<file path="config.mk">
export PLATFORM = sky130hd
export DESIGN_NAME = pixel_compositor
export DESIGN_NICKNAME = d
export VERILOG_FILES = /design/src/sv/pc_pkg.sv /design/src/sv/pixel_compositor.sv /design/src/sv/pc_cfg_regs.sv /design/src/sv/pc_blend_channel.sv /design/src/sv/pc_raster_op.sv
export SDC_FILE = /design/constraint.sdc
export NUM_CORES = 1
export LEC_CHECK = 0
export BUFFER_PORTS_ARGS = -buffer_cell sky130_fd_sc_hd__buf_2
export CAP_MARGIN = 15
export CORE_MARGIN = 5
export CORE_UTILIZATION = 42
export CTS_BUF_LIST = sky130_fd_sc_hd__clkbuf_2
export DETAILED_ROUTE_END_ITERATION = 10
export RECOVER_POWER = 25
export SLEW_MARGIN = 30
export SYNTH_ARGS = -nofsm -noshare
export SYNTH_HDL_FRONTEND = slang
export SYNTH_HIERARCHICAL = 1
export SYNTH_SLANG_ARGS = --single-unit
</file>
<file path="constraint.sdc">
create_clock -name clk -period 9.95 [get_ports clk]
set_clock_uncertainty 0.05 [all_clocks]
set_input_delay 1.4925 -clock clk [delete_from_list [all_inputs] [get_ports clk]]
set_output_delay 1.4925 -clock clk [all_outputs]
set_load 0.05 [all_outputs]
</file>
<file path="src/sv/pc_pkg.sv">
// ----------------------------------------------------------------------------
// pc_pkg: shared types and constants for the pixel compositor
// Holds the operation codes, register indexes, the configuration bundle and
// the pixel and result types used across the compositor modules.
// ----------------------------------------------------------------------------
package pc_pkg;

  // Channel and register field widths.
  localparam int unsigned ChanWidth  = 8;
  localparam int unsigned ShiftWidth = 9;
  localparam int unsigned IndexWidth = 3;
  localparam int unsigned DataWidth  = 9;

  // Levels used by the operations.
  localparam logic [ChanWidth-1:0] FullLevel = 8'd255;
  localparam logic [ChanWidth-1:0] BrightMin = 8'd200;

  // Raster operation codes held in the mode register.
  typedef enum logic [1:0] {
    OP_FILL  = 2'd0,
    OP_BLEND = 2'd1,
    OP_KEY   = 2'd2,
    OP_SHIFT = 2'd3
  } op_mode_t;

  // Configuration register indexes.
  typedef enum logic [IndexWidth-1:0] {
    REG_OP_MODE      = 3'd0,
    REG_PAINT_RED    = 3'd1,
    REG_PAINT_GREEN  = 3'd2,
    REG_PAINT_BLUE   = 3'd3,
    REG_PAINT_ALPHA  = 3'd4,
    REG_SHIFT_AMOUNT = 3'd5
  } reg_index_t;

  typedef struct packed {
    logic [ChanWidth-1:0] red;
    logic [ChanWidth-1:0] green;
    logic [ChanWidth-1:0] blue;
  } pixel_t;

  // Register contents seen by the datapath.
  typedef struct packed {
    op_mode_t                       mode;
    pixel_t                         paint;
    logic [ChanWidth-1:0]           alpha;
    logic signed [ShiftWidth-1:0]   shift;
  } cfg_t;

  typedef struct packed {
    pixel_t pix;
    logic   written;
  } result_t;

endpackage

</file>
<file path="src/sv/pixel_compositor.sv">
// ----------------------------------------------------------------------------
// pixel_compositor: per-pixel raster operation unit
// The start transfer passes through the input register and then the result
// register, which raises done together with the result.
// Throughput: one pixel per cycle, set by the input and result registers.
// busy is never asserted and results cannot be stalled by the receiver.
// Reset clears the pipeline valid flags and returns the configuration registers to defaults.
// ----------------------------------------------------------------------------
module pixel_compositor (
  input  logic                            clk,
  input  logic                            rst,
  input  logic                            start,
  output logic                            busy,
  input  logic [pc_pkg::ChanWidth-1:0]    dst_red,
  input  logic [pc_pkg::ChanWidth-1:0]    dst_green,
  input  logic [pc_pkg::ChanWidth-1:0]    dst_blue,
  input  logic [pc_pkg::ChanWidth-1:0]    src_red,
  input  logic [pc_pkg::ChanWidth-1:0]    src_green,
  input  logic [pc_pkg::ChanWidth-1:0]    src_blue,
  output logic                            done,
  output logic [pc_pkg::ChanWidth-1:0]    out_red,
  output logic [pc_pkg::ChanWidth-1:0]    out_green,
  output logic [pc_pkg::ChanWidth-1:0]    out_blue,
  output logic                            written,
  input  logic                            cfg_valid,
  output logic                            cfg_ready,
  input  logic [pc_pkg::IndexWidth-1:0]   cfg_index,
  input  logic [pc_pkg::DataWidth-1:0]    cfg_data
);

  pc_pkg::cfg_t    cfg;
  pc_pkg::pixel_t  dst_q;
  pc_pkg::pixel_t  src_q;
  logic            in_valid;
  pc_pkg::result_t res_next;
  pc_pkg::result_t res;

  // The unit takes a pixel and a register transfer in every cycle.
  assign busy      = 1'b0;
  assign cfg_ready = 1'b1;

  pc_cfg_regs u_cfg_regs (
    .clk      (clk),
    .rst      (rst),
    .wr_en    (cfg_valid && cfg_ready),
    .wr_index (cfg_index),
    .wr_data  (cfg_data),
    .cfg      (cfg)
  );

  // Input register.
  always_ff @(posedge clk) begin
    if (rst) begin
      in_valid <= 1'b0;
    end else begin
      in_valid <= start && !busy;
    end
  end

  always_ff @(posedge clk) begin
    dst_q <= '{red: dst_red, green: dst_green, blue: dst_blue};
    src_q <= '{red: src_red, green: src_green, blue: src_blue};
  end

  pc_raster_op u_raster_op (
    .cfg (cfg),
    .dst (dst_q),
    .src (src_q),
    .res (res_next)
  );

  // Result register.
  always_ff @(posedge clk) begin
    if (rst) begin
      done <= 1'b0;
    end else begin
      done <= in_valid;
    end
  end

  always_ff @(posedge clk) begin
    res <= res_next;
  end

  assign out_red   = res.pix.red;
  assign out_green = res.pix.green;
  assign out_blue  = res.pix.blue;
  assign written   = res.written;

`ifndef SYNTHESIS
  // Every result strobe stems from an earlier start transfer.
  assert property (@(posedge clk) disable iff (rst)
    done |-> $past(start && !busy, 2))
    else $error("result strobe without a matching start transfer");

  // Every start transfer yields a later result strobe.
  assert property (@(posedge clk) disable iff (rst)
    (start && !busy) |=> ##1 done)
    else $error("start transfer lost in the pipeline");

  // An unwritten pixel leaves with its destination value unchanged.
  assert property (@(posedge clk) disable iff (rst)
    (done && !written) |-> (out_red == $past(dst_red, 2) && out_green == $past(dst_green, 2)
                            && out_blue == $past(dst_blue, 2)))
    else $error("unwritten pixel differs from its destination");

  // Fill mode always writes the pixel.
  assert property (@(posedge clk) disable iff (rst)
    (done && cfg.mode == pc_pkg::OP_FILL) |-> written)
    else $error("fill mode result not flagged as written");
`endif

endmodule

</file>
<file path="src/sv/pc_cfg_regs.sv">
// ----------------------------------------------------------------------------
// pc_cfg_regs: configuration register file
// Takes register writes from the configuration channel and presents the
// current settings to the datapath as one bundle.
// ----------------------------------------------------------------------------
module pc_cfg_regs (
  input  logic                                clk,
  input  logic                                rst,
  input  logic                                wr_en,
  input  logic [pc_pkg::IndexWidth-1:0]       wr_index,
  input  logic [pc_pkg::DataWidth-1:0]        wr_data,
  output pc_pkg::cfg_t                        cfg
);

  // A write to an index beyond the register list is dropped.
  always_ff @(posedge clk) begin
    if (rst) begin
      cfg.mode  <= pc_pkg::OP_FILL;
      cfg.paint <= '0;
      cfg.alpha <= pc_pkg::FullLevel;
      cfg.shift <= '0;
    end else if (wr_en) begin
      case (wr_index)
        pc_pkg::REG_OP_MODE:      cfg.mode        <= pc_pkg::op_mode_t'(wr_data[1:0]);
        pc_pkg::REG_PAINT_RED:    cfg.paint.red   <= wr_data[pc_pkg::ChanWidth-1:0];
        pc_pkg::REG_PAINT_GREEN:  cfg.paint.green <= wr_data[pc_pkg::ChanWidth-1:0];
        pc_pkg::REG_PAINT_BLUE:   cfg.paint.blue  <= wr_data[pc_pkg::ChanWidth-1:0];
        pc_pkg::REG_PAINT_ALPHA:  cfg.alpha       <= wr_data[pc_pkg::ChanWidth-1:0];
        pc_pkg::REG_SHIFT_AMOUNT: cfg.shift       <= wr_data[pc_pkg::ShiftWidth-1:0];
        default: ;
      endcase
    end
  end

endmodule

</file>
<file path="src/sv/pc_blend_channel.sv">
// ----------------------------------------------------------------------------
// pc_blend_channel: one colour channel of the alpha blend
// Computes (d*(255-a) + c*a) / 255, truncated, without a divider.
// ----------------------------------------------------------------------------
module pc_blend_channel (
  input  logic [pc_pkg::ChanWidth-1:0] dst,
  input  logic [pc_pkg::ChanWidth-1:0] paint,
  input  logic [pc_pkg::ChanWidth-1:0] alpha,
  output logic [pc_pkg::ChanWidth-1:0] mixed
);

  logic [pc_pkg::ChanWidth-1:0]   alpha_inv;
  logic [2*pc_pkg::ChanWidth-1:0] dst_term;
  logic [2*pc_pkg::ChanWidth-1:0] paint_term;
  logic [2*pc_pkg::ChanWidth-1:0] numer;
  logic [2*pc_pkg::ChanWidth:0]   scaled;

  // Weighted sum; 255 - a is the bitwise complement of an 8-bit alpha.
  // The sum never exceeds 255*255, so it fits in 16 bits.
  assign alpha_inv  = ~alpha;
  assign dst_term   = (2*pc_pkg::ChanWidth)'(dst)   * (2*pc_pkg::ChanWidth)'(alpha_inv);
  assign paint_term = (2*pc_pkg::ChanWidth)'(paint) * (2*pc_pkg::ChanWidth)'(alpha);
  assign numer      = dst_term + paint_term;

  // Exact floor division by 255 for any numerator up to 255*255:
  // q = (n + (n >> 8) + 1) >> 8.
  assign scaled = (2*pc_pkg::ChanWidth+1)'(numer)
                + (2*pc_pkg::ChanWidth+1)'(numer[2*pc_pkg::ChanWidth-1:pc_pkg::ChanWidth])
                + (2*pc_pkg::ChanWidth+1)'(1);
  assign mixed  = scaled[2*pc_pkg::ChanWidth-1:pc_pkg::ChanWidth];

endmodule

</file>
<file path="src/sv/pc_raster_op.sv">
// ----------------------------------------------------------------------------
// pc_raster_op: raster operation datapath
// Selects fill, alpha blend, white colour-key copy or bright shift for one
// pixel and flags whether the destination is written.
// ----------------------------------------------------------------------------
module pc_raster_op (
  input  pc_pkg::cfg_t    cfg,
  input  pc_pkg::pixel_t  dst,
  input  pc_pkg::pixel_t  src,
  output pc_pkg::result_t res
);

  pc_pkg::pixel_t               mixed;
  logic [pc_pkg::ChanWidth-1:0] shift_low;
  logic                         src_white;
  logic                         dst_bright;

  // Per-channel blend units.
  pc_blend_channel u_blend_red (
    .dst   (dst.red),
    .paint (cfg.paint.red),
    .alpha (cfg.alpha),
    .mixed (mixed.red)
  );

  pc_blend_channel u_blend_green (
    .dst   (dst.green),
    .paint (cfg.paint.green),
    .alpha (cfg.alpha),
    .mixed (mixed.green)
  );

  pc_blend_channel u_blend_blue (
    .dst   (dst.blue),
    .paint (cfg.paint.blue),
    .alpha (cfg.alpha),
    .mixed (mixed.blue)
  );

  // Bit 8 of the shift is worth 256 and vanishes modulo 256.
  assign shift_low  = cfg.shift[pc_pkg::ChanWidth-1:0];
  assign src_white  = (src.red == pc_pkg::FullLevel) && (src.green == pc_pkg::FullLevel)
                   && (src.blue == pc_pkg::FullLevel);
  assign dst_bright = (dst.red > pc_pkg::BrightMin) && (dst.green > pc_pkg::BrightMin)
                   && (dst.blue > pc_pkg::BrightMin);

  // Operation select; the destination passes through unless a write occurs.
  always_comb begin
    res.pix     = dst;
    res.written = 1'b0;
    case (cfg.mode)
      pc_pkg::OP_FILL: begin
        res.pix     = cfg.paint;
        res.written = 1'b1;
      end
      pc_pkg::OP_BLEND: begin
        if (cfg.alpha == pc_pkg::FullLevel) begin
          res.pix     = cfg.paint;
          res.written = 1'b1;
        end else if (cfg.alpha != '0) begin
          res.pix     = mixed;
          res.written = 1'b1;
        end
      end
      pc_pkg::OP_KEY: begin
        if (!src_white) begin
          res.pix     = src;
          res.written = 1'b1;
        end
      end
      pc_pkg::OP_SHIFT: begin
        if (dst_bright) begin
          res.pix.red   = dst.red + shift_low;
          res.pix.green = dst.green + shift_low;
          res.pix.blue  = dst.blue + shift_low;
          res.written   = 1'b1;
        end
      end
      default: ;
    endcase
  end

endmodule

</file>
Yosys cells after proc, flatten, opt, wreduce, memory -nomap -nowiden. Index checks and enable logic that the tools add are counted.

Bits in registers: 117. Output and inout port bits: 28. Word-level logic and storage cells: 70.

Reductions and logical operators: 13. $mul: 6. $lt $le $gt $ge: 3. Multiplexer cells: 5. Bitwise operators: 1. Add/sub/neg operators: 12. Equality and inequality tests: 12.

Operators by type and width (count): $mux 25 (4); $pmux 25 s4 (1); $mul 8x8->16 (6); $add 16x1->16 const B (3); $add 16x16->16 (3); $add 16x8->16 (3); $eq 8x8->1 const B (4); $add 8x8->8 (3); $gt 8x8->1 const B (3); $reduce_and 2->1 (6); $not 8->8 (1); $reduce_bool 8->1 (1); $eq 3x2->1 const B (2); $eq 3x3->1 const B (2); $eq 2x2->1 const B (2); $logic_and 1x1->1 (4); $eq 3x1->1 const B (1); $logic_not 3->1 (1); $eq 2x1->1 const B (1); $logic_not 2->1 (1).

Depth between registers and ports, before layout.
Depth in word-level cells: 8. Gate-level depth with buffers: 33.

By module. Netlist, hierarchy kept.

By module, submodules not included: pc_blend_channel at u_raster_op.u_blend_blue (seq. area each 0.0 sq um, area an instance 5052.3 sq um, cells an instance 582, instances 1); pc_blend_channel at u_raster_op.u_blend_green (seq. area each 0.0 sq um, area an instance 5011.1 sq um, cells an instance 569, instances 1); pc_blend_channel at u_raster_op.u_blend_red (seq. area each 0.0 sq um, area an instance 4869.7 sq um, cells an instance 555, instances 1); pc_raster_op (seq. area each 0.0 sq um, area an instance 2408.6 sq um, cells an instance 355, instances 1); pc_cfg_regs (seq. area each 860.8 sq um, area an instance 1778.0 sq um, cells an instance 167, instances 1); pixel_compositor (seq. area each 1501.4 sq um, area an instance 1536.5 sq um, cells an instance 81, instances 1).

Least setup slack after synthesis. No wires, ideal clock.

Path type: register to register. From: register, netlist name u_cfg_regs/cfg[16]. To: register res (netlist bit out_blue[4]). Stages on the path, launching flop included: 31. Slack: 2.098 ns. Required time: 9.772 ns. Arrival time: 7.674 ns. Path buffers: 2. Cells stage by stage: dfxtp_1 > clkbuf_1 > nand2_1 > fa_1 > fa_1 > inv_1 > fa_1 > fa_1 > fa_1 > inv_1 > fa_1 > inv_1 > ha_1 > buf_6 > a21oi_2 > o21ai_1 > a211oi_1 > o21ai_0 > xor2_1 > ha_1 > and3_1 > a221o_1 > a211oi_1 > a311oi_2 > o211ai_2 > a21oi_1 > xor2_1 > mux2i_1 > o21ai_1 > a221oi_1 > o21ai_1.

RTL lines: to (signal assigned) (line pixel_compositor.sv:82) `res <= res_next;`; to (decl) (line pixel_compositor.sv:36) `pc_pkg::result_t res;`.

==> impl_metrics.env <==
export IMPL_cts_root_buffer="clkbuf_2"
export IMPL_r2r_cells=29
export IMPL_power_frac_seq=0.349
export IMPL_endpoint_kind="flop"
export IMPL_die_area_sq_um=53600
export IMPL_rows=81
export IMPL_combPwrFrac=0.414
export IMPL_floorplan_initialDensity=0.423
export IMPL_intPower_w=0.000871
export IMPL_fin_setup_tns_ns=0
export IMPL_dieWidth_microns=232
export IMPL_relSlewSlack=0.279
export IMPL_cts_buffer_depth=2
export IMPL_switching_share=0.438
export IMPL_nFillCells=4811
export IMPL_totalPowerFinal_w=0.00155
export IMPL_crit_required_ns=10.75
export IMPL_wire_per_inst_microns=18.7
export IMPL_syn_num_nets=2885
export IMPL_final_common_cell="inv_1"
export IMPL_dr_pass1_iters=5
export IMPL_htreeDepth=4
export IMPL_p_per_area_nw_per_um2=70.4
export IMPL_drt_initial_drc_count=1081
export IMPL_critPathBufInv=4
export IMPL_postLayoutCoreUtil=0.451
export IMPL_globalRoute_totalOverflow=0
export IMPL_synth_area_per_cell_sq_um=8.94
export IMPL_post_route_period_util=0.925
export IMPL_p_leak_nw=11.1
export IMPL_worstMarginPinSlew_ns=1.08
export IMPL_drv_slew=0
export IMPL_cts_resized=0
export IMPL_min_to="done"
export IMPL_net_switching_power_w=0.000678
export IMPL_drc=0
export IMPL_viasPerCell=5.29
export IMPL_holdPathStages=1
export IMPL_cts_tree="built"
export IMPL_multi_input_area_sq_um=16300
export IMPL_cts_buffers=17
export IMPL_postSynthCellCount=2305
export IMPL_period_needed_ns=9.21
export IMPL_grt_use_total=0.215
export IMPL_worstSetupStartpointType="flop"
export IMPL_hold_viol=0
export IMPL_slowest_delay_ns=0.77
export IMPL_hold_class="reg2reg"
export IMPL_clock_fmax_mhz=109
export IMPL_postCtsSetupBuffers=0
export IMPL_finalWirelength_microns=56900
export IMPL_die_h_microns=232
export IMPL_grt_first_pass_wirelength_microns=90800
export IMPL_dpl_cell_area_sq_um=21700
export IMPL_io_buffer_count=88
export IMPL_grt_max_degree=61
export IMPL_nNetsFinal=2945
export IMPL_drive_gt1_frac=0.0870
export IMPL_rr_startpoint="u_cfg_regs/cfg[10]"
export IMPL_ctsHoldBuffers=0
export IMPL_gp_congestion=0.939
export IMPL_cap_violations=0
export IMPL_cp_arrival_ns=10.01
export IMPL_syn_area_sq_um=20600
export IMPL_final_area_sq_um=22000
export IMPL_r2r_setup_slack_ns=0.74
export IMPL_post_dp_hpwl_microns=44200
export IMPL_crit_fanout=26
export IMPL_ios=92
export IMPL_grt_pass1_vias=16700
export IMPL_clkTransAtPathRegs_ns=0.20
export IMPL_diodes=0
export IMPL_clockPowerShare=0.237
export IMPL_crit_slowest_cell="dfxtp_1"
export IMPL_setup_viol=0
export IMPL_critical_path_top_delay_family="adder cells"
export IMPL_yosys_warnings=6
export IMPL_layout_common_cells="inv_1 (441), fa_1 (291), ha_1 (225), nand2_1 (134), nand2b_1 (129)"
export IMPL_clock_sinks=117
export IMPL_peakVddDrop_mv=0.125
export IMPL_vias=16100
export IMPL_antenna_left=0
export IMPL_reg2reg_to="out_blue[6]"
export IMPL_rsz0062_at_grt="false"
export IMPL_area_growth_pct=6.76
export IMPL_insertion_delay_ns=0.96
export IMPL_status="completed"
export IMPL_antenna_found_initial=0
export IMPL_setup_worst_path_class="reg2reg"
export IMPL_core_area_sq_um=48700
export IMPL_cpMostUsedCell="fa_1"
export IMPL_register_area_sq_um=2350
export IMPL_hold_path_startpoint="in_valid"
-- area by class of cell --
class                      count  share of cell area
clock buffer                  17             0.00387
timing repair buffer         109              0.0272
clock inverter                15             0.00836
inverter                     441              0.0752
tap                          664              0.0378
sequential                   117               0.107
multi-input combinational   1679               0.741
-- sequential cells by signal, indices dropped and copies added (netlist names) --
register        count
src_q              24
out_blue            8
written             1
in_valid            1
u_cfg_regs/cfg     42
done                1
dst_q              24
out_red             8
out_green           8
-- worst max-delay path by stage --
stage | startpoint | end | slack [ns] | cells past startpoint
CTS | u_cfg_regs/cfg[10] | out_blue[6] | 0.84 | 29
floorplan | u_cfg_regs/cfg[16] | out_blue[4] | 2.10 | 30
detailed placement | u_cfg_regs/cfg[10] | out_blue[6] | 0.94 | 29
global placement | u_cfg_regs/cfg[10] | out_blue[6] | 1.06 | 29
global route | u_cfg_regs/cfg[14] | out_red[2] | 0.20 | 30
finish | u_cfg_regs/cfg[10] | out_blue[6] | 0.74 | 29
-- power groups by stage --
stage               clock (W)  combinational, W  sequential, W
floorplan                   0          0.000471       0.000534
global placement            0          0.000622       0.000549
detailed placement          0          0.000636       0.000549
CTS                  0.000388          0.000641       0.000540
global route         0.000406          0.000726       0.000544
finish               0.000368          0.000642       0.000541
-- worst register-to-register path, delay by kind of cell, from the launching register on --
kind / cells / cell delay [ns]
simple gates: 2 / 0.35
buf+inv: 4 / 0.57
mux: 1 / 0.12
xor+xnor: 2 / 0.73
compound gates: 12 / 2.83
flops: 1 / 0.77
fa+ha+maj: 8 / 3.74
-- metrics by stage --
stage               std cells  setup slack, ns  hold WS (ns)
floorplan                2305             2.10         0.364
finish                   3042            0.743         0.413
detailed placement       3010            0.940         0.397
CTS                      3042            0.838         0.396
global route             3042            0.197         0.436
global placement         3010             1.06         0.379
-- routing by layer --
| metal | vias to the layer above | track usage | wire (microns) |
|---|---|---|---|
| li1 | 7514 | - | - |
| met5 | - | 0 | 0 |
| met4 | 0 | 0.0598 | 1300 |
| met1 | 8031 | 0.299 | 25800 |
| met2 | 491 | 0.348 | 26400 |
| met3 | 71 | 0.0350 | 3420 |
Power figures use the tool's default switching activity.
